### src/sv/tmf_pkg.sv
// Shared types, codes and constants of the per-channel trimmed mean filter.
package tmf_pkg;

  // Fixed field widths
  localparam int CH_W          = 4;
  localparam int RAW_W         = 16;
  localparam int VAL_W         = 12;
  localparam int READING_SHIFT = 4;
  localparam logic [VAL_W-1:0] VAL_MAX = 12'hFFF;

  // Default build sizes
  localparam int DEF_CHANNELS = 8;
  localparam int DEF_SAMPLES  = 8;

  // Entries in the queue between front and back
  localparam int QDEPTH = 2;

  // Input command codes
  localparam logic [1:0] CMD_SAMPLE = 2'd0;
  localparam logic [1:0] CMD_READ   = 2'd1;
  localparam logic [1:0] CMD_CLEAR  = 2'd2;

  // Operations handed from front to back
  typedef enum logic [1:0] {
    OP_WRITE,
    OP_READ,
    OP_CLEAR,
    OP_BAD
  } op_t;

  typedef struct packed {
    op_t              op;
    logic [CH_W-1:0]  channel;
    logic [VAL_W-1:0] reading;
  } job_t;

  // Back end sequencer states
  typedef enum logic [2:0] {
    ST_IDLE,
    ST_FETCH,
    ST_DRAIN,
    ST_SUM,
    ST_DIV,
    ST_OUT
  } st_t;

endpackage

### src/sv/tmf_ram.sv
// Generic simple dual-port RAM with registered read.
module tmf_ram #(
  parameter int WIDTH = 12,
  parameter int DEPTH = 64
) (
  input  logic                     clk,
  input  logic                     we,
  input  logic [$clog2(DEPTH)-1:0] waddr,
  input  logic [WIDTH-1:0]         wdata,
  input  logic [$clog2(DEPTH)-1:0] raddr,
  output logic [WIDTH-1:0]         rdata
);

  logic [WIDTH-1:0] mem [DEPTH];

  // One write port, one registered read port
  always_ff @(posedge clk) begin
    if (we) begin
      mem[waddr] <= wdata;
    end
    rdata <= mem[raddr];
  end

endmodule

### src/sv/tmf_front.sv
// Front end: decodes commands, range-checks the channel, drops no-op items.
module tmf_front import tmf_pkg::*; #(
  parameter int CHANNELS = DEF_CHANNELS
) (
  input  logic             in_valid,
  output logic             in_ready,
  input  logic [1:0]       cmd,
  input  logic [CH_W-1:0]  channel,
  input  logic [RAW_W-1:0] raw_value,
  input  logic             q_ready,
  output logic             q_push,
  output job_t             q_job
);

  logic in_range;
  logic keep;

  assign in_range = {1'b0, channel} < (CH_W + 1)'(CHANNELS);
  assign in_ready = q_ready;

  // Classify the item
  always_comb begin
    q_job.channel = channel;
    q_job.reading = raw_value[READING_SHIFT +: VAL_W];
    q_job.op      = OP_WRITE;
    keep          = 1'b0;
    case (cmd)
      CMD_SAMPLE: begin
        q_job.op = OP_WRITE;
        keep     = in_range;
      end
      CMD_READ: begin
        q_job.op = in_range ? OP_READ : OP_BAD;
        keep     = 1'b1;
      end
      CMD_CLEAR: begin
        q_job.op = OP_CLEAR;
        keep     = in_range;
      end
      default: begin
        keep = 1'b0;
      end
    endcase
  end

  assign q_push = in_valid && q_ready && keep;

endmodule

### src/sv/tmf_queue.sv
// Small register queue of decoded jobs between front and back.
module tmf_queue import tmf_pkg::*; (
  input  logic clk,
  input  logic rst,
  input  logic wr_en,
  input  job_t wr_data,
  output logic wr_ready,
  input  logic rd_en,
  output logic rd_valid,
  output job_t rd_data
);

  localparam int PW = (QDEPTH > 1) ? $clog2(QDEPTH) : 1;
  localparam int CW = $clog2(QDEPTH + 1);

  job_t          slots [QDEPTH];
  logic [PW-1:0] wptr;
  logic [PW-1:0] rptr;
  logic [CW-1:0] count;

  assign wr_ready = count != CW'(QDEPTH);
  assign rd_valid = count != '0;
  assign rd_data  = slots[rptr];

  // Pointers and fill count
  always_ff @(posedge clk) begin
    if (rst) begin
      wptr  <= '0;
      rptr  <= '0;
      count <= '0;
    end else begin
      if (wr_en) begin
        wptr <= (wptr == PW'(QDEPTH - 1)) ? '0 : wptr + 1'b1;
      end
      if (rd_en) begin
        rptr <= (rptr == PW'(QDEPTH - 1)) ? '0 : rptr + 1'b1;
      end
      if (wr_en && !rd_en) begin
        count <= count + 1'b1;
      end else if (rd_en && !wr_en) begin
        count <= count - 1'b1;
      end
    end
  end

  // Storage
  always_ff @(posedge clk) begin
    if (wr_en) begin
      slots[wptr] <= wr_data;
    end
  end

endmodule

### src/sv/tmf_back.sv
// Back end: history store, insertion sort, middle sum, divide and result register.
module tmf_back import tmf_pkg::*; #(
  parameter int CHANNELS = DEF_CHANNELS,
  parameter int SAMPLES  = DEF_SAMPLES
) (
  input  logic              clk,
  input  logic              rst,
  input  logic              job_valid,
  input  job_t              job,
  output logic              job_pop,
  output logic              out_valid,
  input  logic              out_ready,
  output logic [VAL_W-1:0]  filtered_value,
  output logic              bad_channel
);

  localparam int DEPTH     = CHANNELS * SAMPLES;
  localparam int AW        = $clog2(DEPTH);
  localparam int CHI_W     = (CHANNELS > 1) ? $clog2(CHANNELS) : 1;
  localparam int IDX_W     = $clog2(SAMPLES);
  localparam int CNT_W     = $clog2(SAMPLES + 1);
  localparam int SUM_W     = VAL_W + $clog2(SAMPLES);
  localparam int MID_LO    = SAMPLES / 4;
  localparam int MID_N     = SAMPLES - 2 * (SAMPLES / 4);
  localparam int MID_LAST  = MID_LO + MID_N - 1;
  localparam int DIV       = SAMPLES / 2;
  localparam bit DIV_POW2  = (DIV & (DIV - 1)) == 0;
  localparam int DIV_SH    = $clog2(DIV);
  // Reciprocal of the divisor, exact for every SUM_W-bit sum
  localparam int RCP_SH    = SUM_W + $clog2(DIV);
  localparam int RCP_W     = SUM_W + 2;
  localparam int PROD_W    = SUM_W + RCP_SH;
  localparam longint RCP_M = ((longint'(1) << RCP_SH) + longint'(DIV) - 1) / longint'(DIV);
  localparam logic [RCP_W-1:0] RCP = RCP_W'(RCP_M);

  st_t              state;
  st_t              state_next;
  logic [CHI_W-1:0] ch_idx;
  logic [IDX_W-1:0] fidx;
  logic [IDX_W-1:0] sidx;
  logic             rd_pend;
  logic             rd_ok;
  logic [VAL_W-1:0] sorted [SAMPLES];
  logic [VAL_W-1:0] sorted_next [SAMPLES];
  logic [SUM_W-1:0] sum;
  logic             bad;
  logic [IDX_W-1:0] wp  [CHANNELS];
  logic [CNT_W-1:0] cnt [CHANNELS];

  logic [CHI_W-1:0] job_ch;
  logic             ram_we;
  logic [AW-1:0]    ram_waddr;
  logic [AW-1:0]    ram_raddr;
  logic [VAL_W-1:0] ram_rdata;
  logic             out_load;
  logic [VAL_W-1:0] ins_val;
  logic [SAMPLES-1:0] gt;
  logic [PROD_W-1:0] prod;
  logic [SUM_W-1:0] quot;

  assign job_ch = job.channel[CHI_W-1:0];

  tmf_ram #(
    .WIDTH (VAL_W),
    .DEPTH (DEPTH)
  ) u_hist (
    .clk   (clk),
    .we    (ram_we),
    .waddr (ram_waddr),
    .wdata (job.reading),
    .raddr (ram_raddr),
    .rdata (ram_rdata)
  );

  // Next state
  always_comb begin
    state_next = state;
    case (state)
      ST_IDLE: begin
        if (job_valid) begin
          case (job.op)
            OP_READ: state_next = ST_FETCH;
            OP_BAD:  state_next = ST_OUT;
            default: state_next = ST_IDLE;
          endcase
        end
      end
      ST_FETCH: begin
        if (fidx == IDX_W'(SAMPLES - 1)) begin
          state_next = ST_DRAIN;
        end
      end
      ST_DRAIN: state_next = ST_SUM;
      ST_SUM: begin
        if (sidx == IDX_W'(MID_LAST)) begin
          state_next = DIV_POW2 ? ST_OUT : ST_DIV;
        end
      end
      ST_DIV: state_next = ST_OUT;
      ST_OUT: begin
        if (out_load) begin
          state_next = ST_IDLE;
        end
      end
      default: state_next = ST_IDLE;
    endcase
  end

  // Control outputs
  always_comb begin
    job_pop   = (state == ST_IDLE) && job_valid;
    ram_we    = job_pop && (job.op == OP_WRITE);
    ram_waddr = AW'(AW'(job_ch) * AW'(SAMPLES) + AW'(wp[job_ch]));
    ram_raddr = AW'(AW'(ch_idx) * AW'(SAMPLES) + AW'(fidx));
    out_load  = (state == ST_OUT) && (!out_valid || out_ready);
  end

  // Parallel insertion of the arriving word into the sorted buffer;
  // entries past the fill count read as zero
  always_comb begin
    ins_val = rd_ok ? ram_rdata : '0;
    for (int j = 0; j < SAMPLES; j++) begin
      gt[j] = sorted[j] > ins_val;
    end
    sorted_next[0] = gt[0] ? ins_val : sorted[0];
    for (int j = 1; j < SAMPLES; j++) begin
      if (!gt[j]) begin
        sorted_next[j] = sorted[j];
      end else if (gt[j-1]) begin
        sorted_next[j] = sorted[j-1];
      end else begin
        sorted_next[j] = ins_val;
      end
    end
  end

  // Divide by the constant divisor: a shift, or one reciprocal multiply
  always_comb begin
    prod = PROD_W'(sum) * PROD_W'(RCP);
    quot = DIV_POW2 ? (sum >> DIV_SH) : sum;
  end

  // Control registers
  always_ff @(posedge clk) begin
    if (rst) begin
      state     <= ST_IDLE;
      rd_pend   <= 1'b0;
      out_valid <= 1'b0;
      for (int c = 0; c < CHANNELS; c++) begin
        wp[c]  <= '0;
        cnt[c] <= '0;
      end
    end else begin
      state   <= state_next;
      rd_pend <= (state == ST_FETCH);
      if (job_pop) begin
        case (job.op)
          OP_WRITE: begin
            wp[job_ch] <= (wp[job_ch] == IDX_W'(SAMPLES - 1)) ? '0 : wp[job_ch] + 1'b1;
            if (cnt[job_ch] != CNT_W'(SAMPLES)) begin
              cnt[job_ch] <= cnt[job_ch] + 1'b1;
            end
          end
          OP_CLEAR: begin
            wp[job_ch]  <= '0;
            cnt[job_ch] <= '0;
          end
          default: begin
          end
        endcase
      end
      if (out_load) begin
        out_valid <= 1'b1;
      end else if (out_ready) begin
        out_valid <= 1'b0;
      end
    end
  end

  // Datapath registers
  always_ff @(posedge clk) begin
    case (state)
      ST_IDLE: begin
        if (job_valid) begin
          ch_idx <= job_ch;
          fidx   <= '0;
          bad    <= (job.op == OP_BAD);
          sum    <= '0;
          for (int j = 0; j < SAMPLES; j++) begin
            sorted[j] <= VAL_MAX;
          end
        end
      end
      ST_FETCH: begin
        fidx  <= fidx + 1'b1;
        rd_ok <= CNT_W'(fidx) < cnt[ch_idx];
        if (rd_pend) begin
          sorted <= sorted_next;
        end
      end
      ST_DRAIN: begin
        sorted <= sorted_next;
        sidx   <= IDX_W'(MID_LO);
      end
      ST_SUM: begin
        sum  <= sum + SUM_W'(sorted[sidx]);
        sidx <= sidx + 1'b1;
      end
      ST_DIV: begin
        sum <= prod[RCP_SH +: SUM_W];
      end
      ST_OUT: begin
        if (out_load) begin
          filtered_value <= (quot > SUM_W'(VAL_MAX)) ? VAL_MAX : quot[VAL_W-1:0];
          bad_channel    <= bad;
        end
      end
      default: begin
      end
    endcase
  end

endmodule

### src/sv/per_channel_trimmed_mean_filter.sv
// Per-channel trimmed mean filter: SAMPLES-deep history per channel, mean of sorted middle half.
// Sample and clear items finish at the pop; a read pops its job, makes SAMPLES RAM fetches, a drain
// step, SAMPLES - 2*(SAMPLES/4) summing steps, a reciprocal multiply when SAMPLES/2 is not a power
// of two, and an output load that waits while the held result is not taken. A two-entry job queue
// decouples front and back.
// Synchronous reset clears per-channel fill counts, so every history reads as zero at once.
module per_channel_trimmed_mean_filter import tmf_pkg::*; #(
  parameter int CHANNELS = DEF_CHANNELS,
  parameter int SAMPLES  = DEF_SAMPLES
) (
  input  logic             clk,
  input  logic             rst,
  input  logic             in_valid,
  output logic             in_ready,
  input  logic [1:0]       cmd,
  input  logic [CH_W-1:0]  channel,
  input  logic [RAW_W-1:0] raw_value,
  output logic             out_valid,
  input  logic             out_ready,
  output logic [VAL_W-1:0] filtered_value,
  output logic             bad_channel
);

  logic q_ready;
  logic q_push;
  job_t q_in;
  logic q_pop;
  logic q_valid;
  job_t q_out;

  // Decode and range check
  tmf_front #(
    .CHANNELS (CHANNELS)
  ) u_front (
    .in_valid  (in_valid),
    .in_ready  (in_ready),
    .cmd       (cmd),
    .channel   (channel),
    .raw_value (raw_value),
    .q_ready   (q_ready),
    .q_push    (q_push),
    .q_job     (q_in)
  );

  // Job queue
  tmf_queue u_queue (
    .clk      (clk),
    .rst      (rst),
    .wr_en    (q_push),
    .wr_data  (q_in),
    .wr_ready (q_ready),
    .rd_en    (q_pop),
    .rd_valid (q_valid),
    .rd_data  (q_out)
  );

  // Store, sort and average
  tmf_back #(
    .CHANNELS (CHANNELS),
    .SAMPLES  (SAMPLES)
  ) u_back (
    .clk            (clk),
    .rst            (rst),
    .job_valid      (q_valid),
    .job            (q_out),
    .job_pop        (q_pop),
    .out_valid      (out_valid),
    .out_ready      (out_ready),
    .filtered_value (filtered_value),
    .bad_channel    (bad_channel)
  );

endmodule
### config.mk
export PLATFORM = sky130hd
export DESIGN_NAME = per_channel_trimmed_mean_filter
export DESIGN_NICKNAME = d
export VERILOG_FILES = /design/src/sv/tmf_pkg.sv /design/src/sv/tmf_ram.sv /design/src/sv/tmf_front.sv /design/src/sv/tmf_queue.sv /design/src/sv/tmf_back.sv /design/src/sv/per_channel_trimmed_mean_filter.sv
export SDC_FILE = /design/constraint.sdc
export NUM_CORES = 2
export LEC_CHECK = 0
export BUFFER_PORTS_ARGS = -buffer_cell sky130_fd_sc_hd__buf_2
export CORE_UTILIZATION = 35
export DETAILED_ROUTE_END_ITERATION = 6
export MAX_ROUTING_LAYER = met4
export SETUP_SLACK_MARGIN = 0.05
export SLEW_MARGIN = 20
export SYNTH_ARGS = -nofsm -noshare
export SYNTH_HDL_FRONTEND = slang
export SYNTH_SLANG_ARGS = --single-unit
### constraint.sdc
create_clock -name clk -period 9.2 [get_ports clk]
set_clock_uncertainty 0.2 [all_clocks]
set_input_delay 1.38 -clock clk [delete_from_list [all_inputs] [get_ports clk]]
set_output_delay 1.38 -clock clk [all_outputs]
set_load 0.05 [all_outputs]
======== Yosys cells after proc, flatten, opt, wreduce, memory -nomap -nowiden ========
Memories as Yosys holds them, arrays and structs flattened. A register that Yosys moved wholly into a read port is not among the register bits.
Index checks and enable logic that the tools add are counted.
Widths: inputs -> output; s select.
cells by class
  reduce and logical (&&, ||, !) cells .... 30
  equal/unequal tests ..................... 20
  bitwise gates (word level) .............. 3
  $lt $le $gt $ge ......................... 12
  add/subtract/negate cells ............... 11
  muxes and demuxes ....................... 73
operators by type and width
  kind                  count
  $pmux 96 s3           1
  $mux 12               18
  $mux 96               2
  $gt 12x12->1          8
  $pmux 15 s3           1
  $bmux 12 s3           1
  $mux 3                11
  $mux 1                27
  $pmux 3 s2            3
  $pmux 3 s6            1
  $add 15x12->15        1
  $eq 3x3->1 const B    5
  $mux 15               1
  $gt 13x12->1 const B  1
  $add 6x3->6           2
  $ne 2x1->1 const B    5
  $reduce_bool 2->1     5
  $add 3x1->3 const B   3
  $mux 4                2
  $reduce_and 2->1      4
  $logic_and 1x1->1     7
  $eq 2x2->1 const B    3
  $eq 3x2->1 const B    2
  $mux 2                3
  other kinds (25)      32
storage, ports and cells
  word-level logic and storage cells ...... 175
  memories ................................ 4
  input bits .............................. 26
  register bits after elaboration ......... 144
  memory bits (writable) .................. 860
  output and inout bits ................... 15
memories
  name               words  bits a word  read ports  clocked after memory_dff  write ports  line             RTL
  u_back.u_hist.mem  64     12           1           1                         1            tmf_ram.sv:14    logic [WIDTH-1:0] mem [DEPTH];
  u_queue.slots      2      18           1           1                         1            tmf_queue.sv:16  job_t slots [QDEPTH];
  u_back.cnt         8      4            2           1                         8            tmf_back.sv:48   logic [CNT_W-1:0] cnt [CHANNELS];
  u_back.wp          8      3            1           0                         8            tmf_back.sv:47   logic [IDX_W-1:0] wp [CHANNELS];

======== Longest topological paths before layout ========
An unclocked memory read counts as a cell.
  depth after elaboration ................. 10
  gate-level depth with buffers ........... 14
  mapped depth without buffers ............ 12

======== By module ========
From an unflattened synthesis, not the netlist that was laid out.
second synthesis, totals
  cells, all modules ...................... 2583
  area, all modules ....................... 45098.3 sq um
modules (own cells, without submodules)
  module     sequential area each (sq um)  times used  area each (sq um)  cells an instance
  tmf_ram    23302.3                       1           29851.1            1339
  tmf_back   5895.7                        1           13541.7            1140
  tmf_queue  1181.1                        1           1507.7             78
  tmf_front  0.0                           1           197.7              26

======== Worst setup path after synthesis ========
Ideal clock, no wire load.
  kind .................................... flip-flop to flip-flop
  start point ............................. reg u_back.state[1]
  end point ............................... reg u_back.sorted[0] (netlist name), enable pin
  stages on the path, launching flop included .. 6
  path slack .............................. 3.594 ns
  buffers on the path ..................... 1
  library setup time ...................... 0.552 ns
  data required time ...................... 8.448 ns
  arrival time ............................ 4.854 ns
  clock period less this slack ............ 5.606 ns
  path through ............................ dfxtp_1 clkbuf_1 nor3_1 nor2_1 a21oi_1 nor2_1
between the ends
  cells in the longest elaborated chain, start to end .. 3
  elaborated cells between the ends (all ways) .. 7
  those cells by class .................... 4 x eq/ne; 3 x reduce/logical
RTL lines
  what                                                                     line             RTL
  start: declaration                                                       tmf_back.sv:36   st_t state;
  start signal: assignment                                                 tmf_back.sv:154  state <= state_next;
  $eq 3x1->1 (tied with other cells)                                       tmf_back.sv:182  case (state)
  $ne 2x1->1 (no source line) / $reduce_bool 3->1 (equally long branches)  n/a
  $reduce_and 3->1 (no source line) *                                      n/a
  end signal: assignment                                                   tmf_back.sv:198  sorted <= sorted_next;
  end signal: assignment                                                   tmf_back.sv:202  sorted <= sorted_next;
  end: declaration                                                         tmf_back.sv:43   logic [VAL_W-1:0] sorted [SAMPLES];
Mark *: on every way between the ends. The rest lies on a longest branch, timed or not.
A chain may end at the register's enable or synchronous reset.

==> results.json <==
{
  "via_per_inst": 5.43,
  "hpwl_um": 66500,
  "antenna_found_initial": 1,
  "final_cell_area_um2": 50500,
  "cts_root_buf": "clkbuf_16",
  "path_cells": "buf_4 -> mux2i_4 -> inv_2 -> mux2i_1 -> o22ai_1 -> a21oi_1 -> nor3_1 -> nand2_1 -> nor2_1",
  "async_flop_share_pct": 0,
  "setup_violations": 0,
  "synth-edff-count": 993,
  "critPathCaptureType": "flip-flop",
  "drive_gt1_share_pct": 24.1,
  "slew_violations": 0,
  "drc": 0,
  "maxSlewHeadroom_pct": 24.3,
  "htree_num_levels": 3,
  "grt_pass1_wl_um": 156000,
  "synth_fa_ha_area_share_pct": 3.47,
  "post-route-period-util_pct": 53.7,
  "grt_pass1_vias": 23900,
  "core_um2": 126000,
  "dp.cells": 4149,
  "synth_xor_xnor_area_share_pct": 0.373,
  "fp-row-count": 130,
  "whs_ns": 0.279,
  "grt_usage_pct": 16.6,
  "peakVddDrop_uv": 298,
  "ys_seq_area_share_pct": 68.0,
  "arrival_ns": 5.06,
  "overflow": 0,
  "synth_mux_area_share_pct": 16.5,
  "worstMarginPinSlew_ns": 1.13,
  "nFillCells": 11100,
  "yosys.area_share.simple_pct": 5.43,
  "io_pins": 41,
  "path_class": "reg2reg",
  "drv_cap": 0,
  "initial_core_util_pct": 35.4,
  "hold_viol": 0,
  "post_cts_resize_count": 0,
  "cts_buffers": 106,
  "die_w_um": 359,
  "synth_cell_types": 72,
  "syn-num-nets": 2707,
  "min_period_ns": 4.94,
  "synth_warnings": 0,
  "layout_common_cells": "edfxtp_1, mux4_2, nor2_1, ha_1, a21oi_1",
  "clock_latency_ns": 0.70,
  "tns_ns": 0,
  "critPathSlowestCell": "nor2_1",
  "syn-cell-area_um2": 44600,
  "cp_max_fo": 30,
  "synth_flop_cell": "edfxtp_1",
  "place_area_um2": 46800,
  "drt_wl_total_um": 105000,
  "syn2layout_area_growth_pct": 13.2,
  "die_h_um": 359,
  "grt_max_degree": 143,
  "drt_iter0_drc": 2207,
  "ant_nets": 0,
  "status": "finished clean",
  "syn_inst": 2558,
  "leakagePower_uw": 0.0160,
  "cts_num_sinks": 1018,
  "clkTransAtPathRegs_ns": 0.06,
  "place_congestion": 0.867,
  "dieArea_um2": 129000,
  "num_vias": 23600,
  "hold_class": "reg2reg",
  "wl_per_cell_um": 24.1,
  "rsz0062_at_grt": "no",
  "power_density_nw_per_um2": 313,
  "drtPass1Iterations": 5,
  "synth_compound_area_share_pct": 4.55,
  "clock.fmax_ghz": 0.202,
  "cts_setup_buffers": 0,
  "cts_tree": "yes",
  "nNetsFinal": 2756,
  "ys_ff_latch": 1018,
  "final_common_cell": "edfxtp_1",
  "max-clock-path-buffers": 3,
  "worstPathRequired_ns": 9.32,
  "synth_top_family_by_area": "multiplexers",
  "hold_buffers": 0,
  "critPathLaunchType": "flip-flop",
  "avgSynthCellArea_um2": 17.4,
  "numPortBuffers": 36,
  "cp_slowest_stage_delay_ns": 1.02,
  "fin_cells": 4350
}
==> worst max-delay path, delay by kind of cell, from the launching register on <==
kind	cells	cell delay, ns
flip-flops	1	0.30
buffers and inverters	2	0.75
AND/OR/NAND/NOR	3	1.96
AO/OA/AOI/OAI	2	0.47
multiplexers	2	0.85
==> logic make-up after synthesis <==
kind of cell / count (synthesis)
muxes: 385
DFF: 1018
and+or+nand+nor: 510
adders and majority gates: 123
buffers and inverters: 185
xor gates and xnor gates: 19
AOI/OAI and AO/OA: 318
==> final timing paths <==
path | from | endpoint | slack (ns) | cells past startpoint
setup reg to reg | flip-flop | u_back.u_hist.mem[3][2] | 4.26 | 9
setup / recovery | flip-flop | u_back.u_hist.mem[3][2] | 4.26 | 9
hold / removal | u_back.ch_idx[1] | flip-flop | 0.28 | 2
hold reg to reg | u_back.ch_idx[1] | flip-flop | 0.28 | 2
==> flip-flops by register name, indices dropped and copies added (netlist names), 2 cells and up, named ones only <==
register / count
u_back.sum: 15
u_back.state: 3
u_back.filtered_value: 12
u_back.u_hist.mem: 768
u_queue.count: 2
u_back.sorted: 96
u_back.ch_idx: 3
u_queue.slots: 34
u_back.u_hist.rdata: 12
u_back.fidx: 3
u_back.cnt: 32
u_back.wp: 24
u_back.sidx: 3
==> routing by layer <==
layer / up-vias / GRT usage (%) / wire [um]
met5: - / - / 0
met1: 12300 / 22.0 / 45200
met4: 0 / 4.71 / 2290
li1: 10400 / - / -
met2: 785 / 26.1 / 50500
met3: 123 / 2.93 / 6730
==> report_power, final <==
group	switching [uW]	internal, uW
logic	3300	2110
registers	211	5810
clock network	1830	2570
total	5340	10500
==> synthesized netlist by cell type, drive strengths merged (18+ instances only) <==
master / number / area, um^2
nor3: 80 / 440
o21ai: 54 / 270
nor2: 180 / 676
buf: 52 / 277
nor2b: 27 / 169
a31oi: 18 / 113
and2: 23 / 144
edfxtp: 993 / 29800
ha: 122 / 1530
mux4: 275 / 6190
nand4: 18 / 128
dfxtp: 25 / 500
nand2b: 19 / 119
mux2: 25 / 282
clkbuf: 93 / 349
a211oi: 18 / 135
inv: 40 / 150
nand2: 111 / 417
mux2i: 85 / 876
a21oi: 121 / 609
a2bb2oi: 24 / 210
==> through the flow <==
stage / util, % / power [uW] / setup slack (ns)
2_1_floorplan: - / 9880 / 3.59
3_3_place_gp: 37.1 / 11400 / 4.35
3_5_place_dp: 37.1 / 11500 / 4.23
4_1_cts: 40.0 / 15900 / 4.20
5_1_grt: 40.1 / 16500 / 4.03
6_report: 40.1 / 15800 / 4.26
==> cell type report <==
class | instances | area [um^2] | area share, %
inverter | 40 | 150 | 0.297
multi-input combinational | 1355 | 13800 | 27.2
antenna | 2 | 5.00 | 0.00991
timing repair buffer | 86 | 597 | 1.18
clock buffer | 134 | 2850 | 5.64
tap | 1650 | 2060 | 4.09
clock inverter | 65 | 764 | 1.51
sequential | 1018 | 30300 | 60.0
No activity file was read; power rests on OpenSTA's default activity.
